File: config.mk
export PLATFORM = sky130hd
export DESIGN_NAME = afc_ctrl
export DESIGN_NICKNAME = d
export VERILOG_FILES = /design/src/design/animation_frame_compositor_assert.svh /design/src/design/afc_pkg.sv /design/src/design/afc_ctrl.sv
export SDC_FILE = /design/constraint.sdc
export NUM_CORES = 1
export LEC_CHECK = 0
export BUFFER_PORTS_ARGS = -buffer_cell sky130_fd_sc_hd__buf_2
export CORE_AREA = 10 10 47 49
export DETAILED_ROUTE_END_ITERATION = 16
export DIE_AREA = 0 0 57 59
export GPL_ROUTABILITY_DRIVEN = 0
export GPL_TIMING_DRIVEN = 0
export PLACE_DENSITY = 0.59
export REMOVE_ABC_BUFFERS = 1
export SLEW_MARGIN = 20
export SYNTH_ARGS = -nofsm -noshare
export SYNTH_HDL_FRONTEND = slang
export SYNTH_SLANG_ARGS = --single-unit
File: constraint.sdc
create_clock -name i_clk -period 1.46 [get_ports i_clk]
set_input_delay 0.292 -clock i_clk [delete_from_list [all_inputs] [get_ports i_clk]]
set_output_delay 0.292 -clock i_clk [all_outputs]
set_load 0.005 [all_outputs]
File: src/design/animation_frame_compositor_assert.svh
// ------------------------------------------------------------------------
// animation_frame_compositor_assert.svh
// Assertion macros for the frame compositor; empty when SYNTH is defined.
// ------------------------------------------------------------------------
`ifndef ANIMATION_FRAME_COMPOSITOR_ASSERT_SVH
`define ANIMATION_FRAME_COMPOSITOR_ASSERT_SVH
`ifndef SYNTH
// same-cycle implication, disabled in reset
`define AFC_ASSERT_IMPLIES(lbl, clk, rst_n, ante, cons) \
    lbl: assert property (@(posedge clk) disable iff (!(rst_n)) (ante) |-> (cons)) \
        else $error("compositor check failed: same-cycle implication");
// next-cycle implication, disabled in reset
`define AFC_ASSERT_NEXT(lbl, clk, rst_n, ante, cons) \
    lbl: assert property (@(posedge clk) disable iff (!(rst_n)) (ante) |=> (cons)) \
        else $error("compositor check failed: next-cycle implication");
`else
`define AFC_ASSERT_IMPLIES(lbl, clk, rst_n, ante, cons)
`define AFC_ASSERT_NEXT(lbl, clk, rst_n, ante, cons)
`endif
`endif

File: src/design/afc_pkg.sv
// ------------------------------------------------------------------------
// afc_pkg
// Shared types and constants of the animation frame compositor.
// ------------------------------------------------------------------------
package afc_pkg;

    localparam int MAX_CANVAS_WIDTH_DEF  = 256;
    localparam int MAX_CANVAS_HEIGHT_DEF = 256;

    localparam int CFG_IDX_W  = 2;
    localparam int CFG_DATA_W = 9;

    localparam logic [CFG_IDX_W-1:0] CFG_CANVAS_WIDTH  = 2'd0;
    localparam logic [CFG_IDX_W-1:0] CFG_CANVAS_HEIGHT = 2'd1;

    localparam logic [1:0] KIND_FRAME = 2'd0;
    localparam logic [1:0] KIND_PIXEL = 2'd1;
    localparam logic [1:0] KIND_READ  = 2'd2;
    localparam logic [1:0] KIND_CLEAR = 2'd3;

    localparam int IN_TDATA_W  = 72;
    localparam int OUT_TDATA_W = 32;
    localparam int PIX_W       = 32;

    typedef enum logic [2:0] {
        ST_SWEEP,
        ST_IDLE,
        ST_DISPOSE,
        ST_BLEND_MUL,
        ST_BLEND_WR,
        ST_READ_OUT
    } t_state;

    // input word without its kind
    typedef struct packed {
        logic [7:0] x_pos;
        logic [7:0] y_pos;
        logic [8:0] frame_width;
        logic [8:0] frame_height;
        logic       no_blend;
        logic       dispose_background;
        logic [7:0] src_blue;
        logic [7:0] src_green;
        logic [7:0] src_red;
        logic [7:0] src_alpha;
    } t_item;

    typedef struct packed {
        logic sweep_wr;      // zero one canvas entry of the clearing pass
        logic disp_wr;       // zero one pixel of the disposed rectangle
        logic frame_load;    // record new frame, arm disposal walk
        logic clear_state;   // forget frame history
        logic pix_wr_direct; // overwrite pixel from the input word
        logic pix_rd;        // read destination pixel for blending
        logic pix_mul;       // register blend products
        logic pix_wr_blend;  // write blended pixel
        logic cnt_step;      // advance raster counter
        logic rd_issue;      // canvas read for a read word
        logic out_load;      // load result register
    } t_cmd;

    typedef struct packed {
        logic pix_active;
        logic pix_on;
        logic blend_off;
        logic disp_needed;
        logic disp_last;
        logic sweep_last;
    } t_stat;

endpackage

File: src/design/afc_ctrl.sv
// ------------------------------------------------------------------------
// afc_ctrl
// Sequencer of the compositor: item decode, sweeps, blend steps, result.
// ------------------------------------------------------------------------
module afc_ctrl (
    input  logic           i_clk,
    input  logic           i_rst_n,
    input  logic           i_s_tvalid,
    input  logic [1:0]     i_kind,
    output logic           o_s_tready,
    output logic           o_m_tvalid,
    input  logic           i_m_tready,
    input  afc_pkg::t_stat i_stat,
    output afc_pkg::t_cmd  o_cmd
);
    import afc_pkg::*;

    t_state r_state, n_state;
    logic   r_out_valid, n_out_valid;
    logic   accept;
    t_cmd   cmd;

    always_ff @(posedge i_clk) begin
        if (!i_rst_n) begin
            r_state     <= ST_SWEEP;
            r_out_valid <= 1'b0;
        end else begin
            r_state     <= n_state;
            r_out_valid <= n_out_valid;
        end
    end

    always_comb begin
        cmd     = '0;
        n_state = r_state;
        accept  = i_s_tvalid && (r_state == ST_IDLE);
        case (r_state)
            ST_SWEEP: begin
                cmd.sweep_wr = 1'b1;
                if (i_stat.sweep_last) begin
                    n_state = ST_IDLE;
                end
            end
            ST_IDLE: begin
                if (accept) begin
                    case (i_kind)
                        KIND_FRAME: begin
                            cmd.frame_load = 1'b1;
                            if (i_stat.disp_needed) begin
                                n_state = ST_DISPOSE;
                            end
                        end
                        KIND_PIXEL: begin
                            if (i_stat.pix_active) begin
                                if (i_stat.pix_on && !i_stat.blend_off) begin
                                    cmd.pix_rd = 1'b1;
                                    n_state    = ST_BLEND_MUL;
                                end else begin
                                    cmd.cnt_step      = 1'b1;
                                    cmd.pix_wr_direct = i_stat.pix_on;
                                end
                            end
                        end
                        KIND_READ: begin
                            cmd.rd_issue = 1'b1;
                            n_state      = ST_READ_OUT;
                        end
                        KIND_CLEAR: begin
                            cmd.clear_state = 1'b1;
                            n_state         = ST_SWEEP;
                        end
                        default: begin
                        end
                    endcase
                end
            end
            ST_DISPOSE: begin
                cmd.disp_wr = 1'b1;
                if (i_stat.disp_last) begin
                    n_state = ST_IDLE;
                end
            end
            ST_BLEND_MUL: begin
                cmd.pix_mul = 1'b1;
                n_state     = ST_BLEND_WR;
            end
            ST_BLEND_WR: begin
                cmd.pix_wr_blend = 1'b1;
                cmd.cnt_step     = 1'b1;
                n_state          = ST_IDLE;
            end
            ST_READ_OUT: begin
                if (!r_out_valid || i_m_tready) begin
                    cmd.out_load = 1'b1;
                    n_state      = ST_IDLE;
                end
            end
            default: begin
                n_state = ST_IDLE;
            end
        endcase

        if (cmd.out_load) begin
            n_out_valid = 1'b1;
        end else if (r_out_valid && i_m_tready) begin
            n_out_valid = 1'b0;
        end else begin
            n_out_valid = r_out_valid;
        end
    end

    assign o_s_tready = (r_state == ST_IDLE);
    assign o_m_tvalid = r_out_valid;
    assign o_cmd      = cmd;

endmodule

==> flow_summary.json <==
{
  "regArea_um2": 91.34,
  "worst_pin_slew_ns": 0.3710,
  "final.setup.tns_ns": -0.4286,
  "hold_viol_final": 0,
  "multi_input_area_um2": 326.6,
  "cts-buffers-inserted": 3,
  "timing.reg2reg.worst_path_depth": 4,
  "final.setup_skew_ns": 0.006411,
  "htree_levels": 1,
  "insertion_delay_ns": 0.24,
  "die_height_um": 59,
  "worst_slew_margin_rel_pct": 75.20,
  "layout_commonest_cell": "buf_2",
  "synth_top_cell_area_share_pct": 18.60,
  "report.final.setup_viol": 7,
  "rsz0062_at_grt": "yes",
  "buffers_on_ports": 24,
  "hpwl_um": 1032,
  "path_clk_slew_ns": 0.04,
  "final_core_utilization_pct": 46.43,
  "cts_tree": "built",
  "mappedNetlistArea_um2": 430.4,
  "crit_type": "reg -> out",
  "final_layout_size_suffix_gt1_share_pct": 47.06,
  "timing.critical_path.required_ns": 1.17,
  "io_pins": 25,
  "peakVddDrop_mv": 0.4263,
  "grt_pass1_vias": 520,
  "post_synthesis_sequential_area_ratio_pct": 18.60,
  "ys_seq_elements": 4,
  "diodes": 0,
  "antenna_violating_nets_post_route": 0,
  "yosysWarnings": 0,
  "synthToLayoutAreaGrowth_pct": 51.16,
  "wl_per_cell_um": 13.00,
  "final_cell_mix": "buf_2, inv_1, nor2_1",
  "detailedRoute.firstPassIterationCount": 2,
  "worst-endpoint-arrival_ns": 1.25,
  "syn_inst": 55,
  "grt_antenna_before_repair": 0,
  "ff2ff_setup_slack_ns": 0.24,
  "synthFlopType": "dfxtp_1",
  "finalNetCount": 104,
  "final.period_utilization_pct": 105.3,
  "drt_iter0_markers": 1,
  "timing.critical_path.to_type": "output pin",
  "crit_path_max_fanout": 5,
  "avgSynthCellArea_um2": 7.826,
  "critical_path.reg2reg.startpoint": "r_state[1]",
  "worst_setup_path_start_kind": "flop",
  "initial_utilization_pct": 30.71,
  "cts_buffer_depth": 2,
  "min_delay_path_depth": 2,
  "max_cap_viol_count": 0,
  "grt_first_pass_wirelength_um": 2235,
  "power.density_mw_per_mm2": 538.9,
  "route.detailed.vias_per_inst": 4.792,
  "clock-root-buffer": "clkbuf_4",
  "failed_checks": "setup timing",
  "row_count": 14,
  "synth_edf_count": 0,
  "asyncSetResetFlopFracSynth_pct": 0,
  "end_of_the_worst_register_to_register_path": "r_state[2]",
  "leakagePower_nw": 0.3311,
  "grt_usage_pct": 8.081,
  "drc_errors": 0,
  "outcome": "finished with violations",
  "fmax_mhz": 650.6,
  "tritoncts_num_sinks": 4,
  "largest_net_degree_at_the_start_of_global_routing": 10,
  "post_synth_num_cell_types": 28,
  "final_cell_area_um2": 650.6,
  "routed_wl_um": 1313,
  "total_number_of_vias": 484,
  "timing.final.crit_period_ns": 1.537,
  "report.final.slew_viol_count": 0,
  "holdPathEnd": "r_state[1]",
  "worstHoldStart": "i_rst_n",
  "die_w_um": 57,
  "worstHoldPathType": "in -> reg",
  "layout_filler_cell_count": 149,
  "grt-ovfl-total": 0,
  "placed_area_um2": 558.0,
  "yosys.area.top_type": "dfxtp_1",
  "netlist_top_cells_area": "dfxtp_1, ha_1, inv_1",
  "core_area_mm2": 0.001401,
  "die_area_mm2": 0.003363,
  "layout_setup_ws_ns": -0.07700
}
## synth_stat cells (2+ instances only)
cell / n
nor2b_1: 2
nand2_1: 2
nand2b_1: 2
ha_1: 5
dfxtp_1: 4
and2_1: 3
a211oi_1: 2
inv_1: 7
nand3b_1: 2
nor3_1: 2
nor2_1: 7
## metal layers
metal | GRT usage, % | routed length [µm]
met1 | 8.551 | 568
met2 | 13.64 | 654
met3 | 4.292 | 90
met4 | 2.349 | 0
met5 | 0 | 0
## flip-flops by register name, indices dropped and copies added, names as in the netlist
name and cells:
o_m_tvalid 1, r_state 3
## worst max-delay path, stage by stage, from the launching register on
cell and delay, ns:
dfxtp_4 0.35, and4bb_1 0.31, buf_4 0.13, and2_4 0.12
buf_2 0.10
## timing repair
action,in CTS,in global routing
setup buffers,4,1
pin swaps,7,1
resized for setup,7,4
hold buffers,0,0
endpoints found under the setup margin,7,7
hold endpoints to repair,0,0
## power by group
group / leakage, nW / internal, mW / switching (mW) / total (mW)
Combinational: 0.283 / 0.0506 / 0.0479 / 0.0985
Sequential: 0.0347 / 0.111 / 0.00384 / 0.115
Clock: 0.0138 / 0.0920 / 0.0456 / 0.138
## cells by family (layout without fill, tap and decap cells)
group	after synthesis	in the layout	share of synthesized area (%)
mux	1	1	2.326
simple gates	26	26	36.34
compound gates	10	10	19.19
fa+ha+maj	5	5	14.53
buf+inv	9	39	9.012
flops	4	4	18.61
## final cells by class
type / instances / share of cell area (%)
repair buffers: 29 / 25.19
well taps: 16 / 3.077
inverters: 7 / 4.038
multi-input cells: 42 / 50.19
flip-flops and latches: 4 / 14.04
clock buffers: 3 / 3.462
## how the worst max path moves through the flow
stage	startpoint	to	slack, ns	depth (start not counted)
3_3_place_gp	r_state[0]	o_cmd[2]	-0.04	4
3_5_place_dp	r_state[0]	o_cmd[2]	-0.06	4
2_1_floorplan	i_kind[0]	r_state[0]	0.19	4
5_1_grt	r_state[1]	o_cmd[2]	-0.14	4
6_report	r_state[1]	o_cmd[8]	-0.08	4
4_1_cts	r_state[1]	o_cmd[2]	-0.08	4
## per-stage QoR
stage | std cells | total power [mW] | setup WS (ns) | hold WS, ns
2_1_floorplan | 53 | 0.1647 | 0.1852 | 0.4097
3_3_place_gp | 93 | 0.2044 | -0.04427 | 0.5481
3_5_place_dp | 93 | 0.2054 | -0.05714 | 0.5601
4_1_cts | 100 | 0.3499 | -0.07735 | 0.3150
5_1_grt | 101 | 0.3752 | -0.1399 | 0.3206
6_report | 101 | 0.3506 | -0.07700 | 0.3165
(Power assumes the default switching activity.)
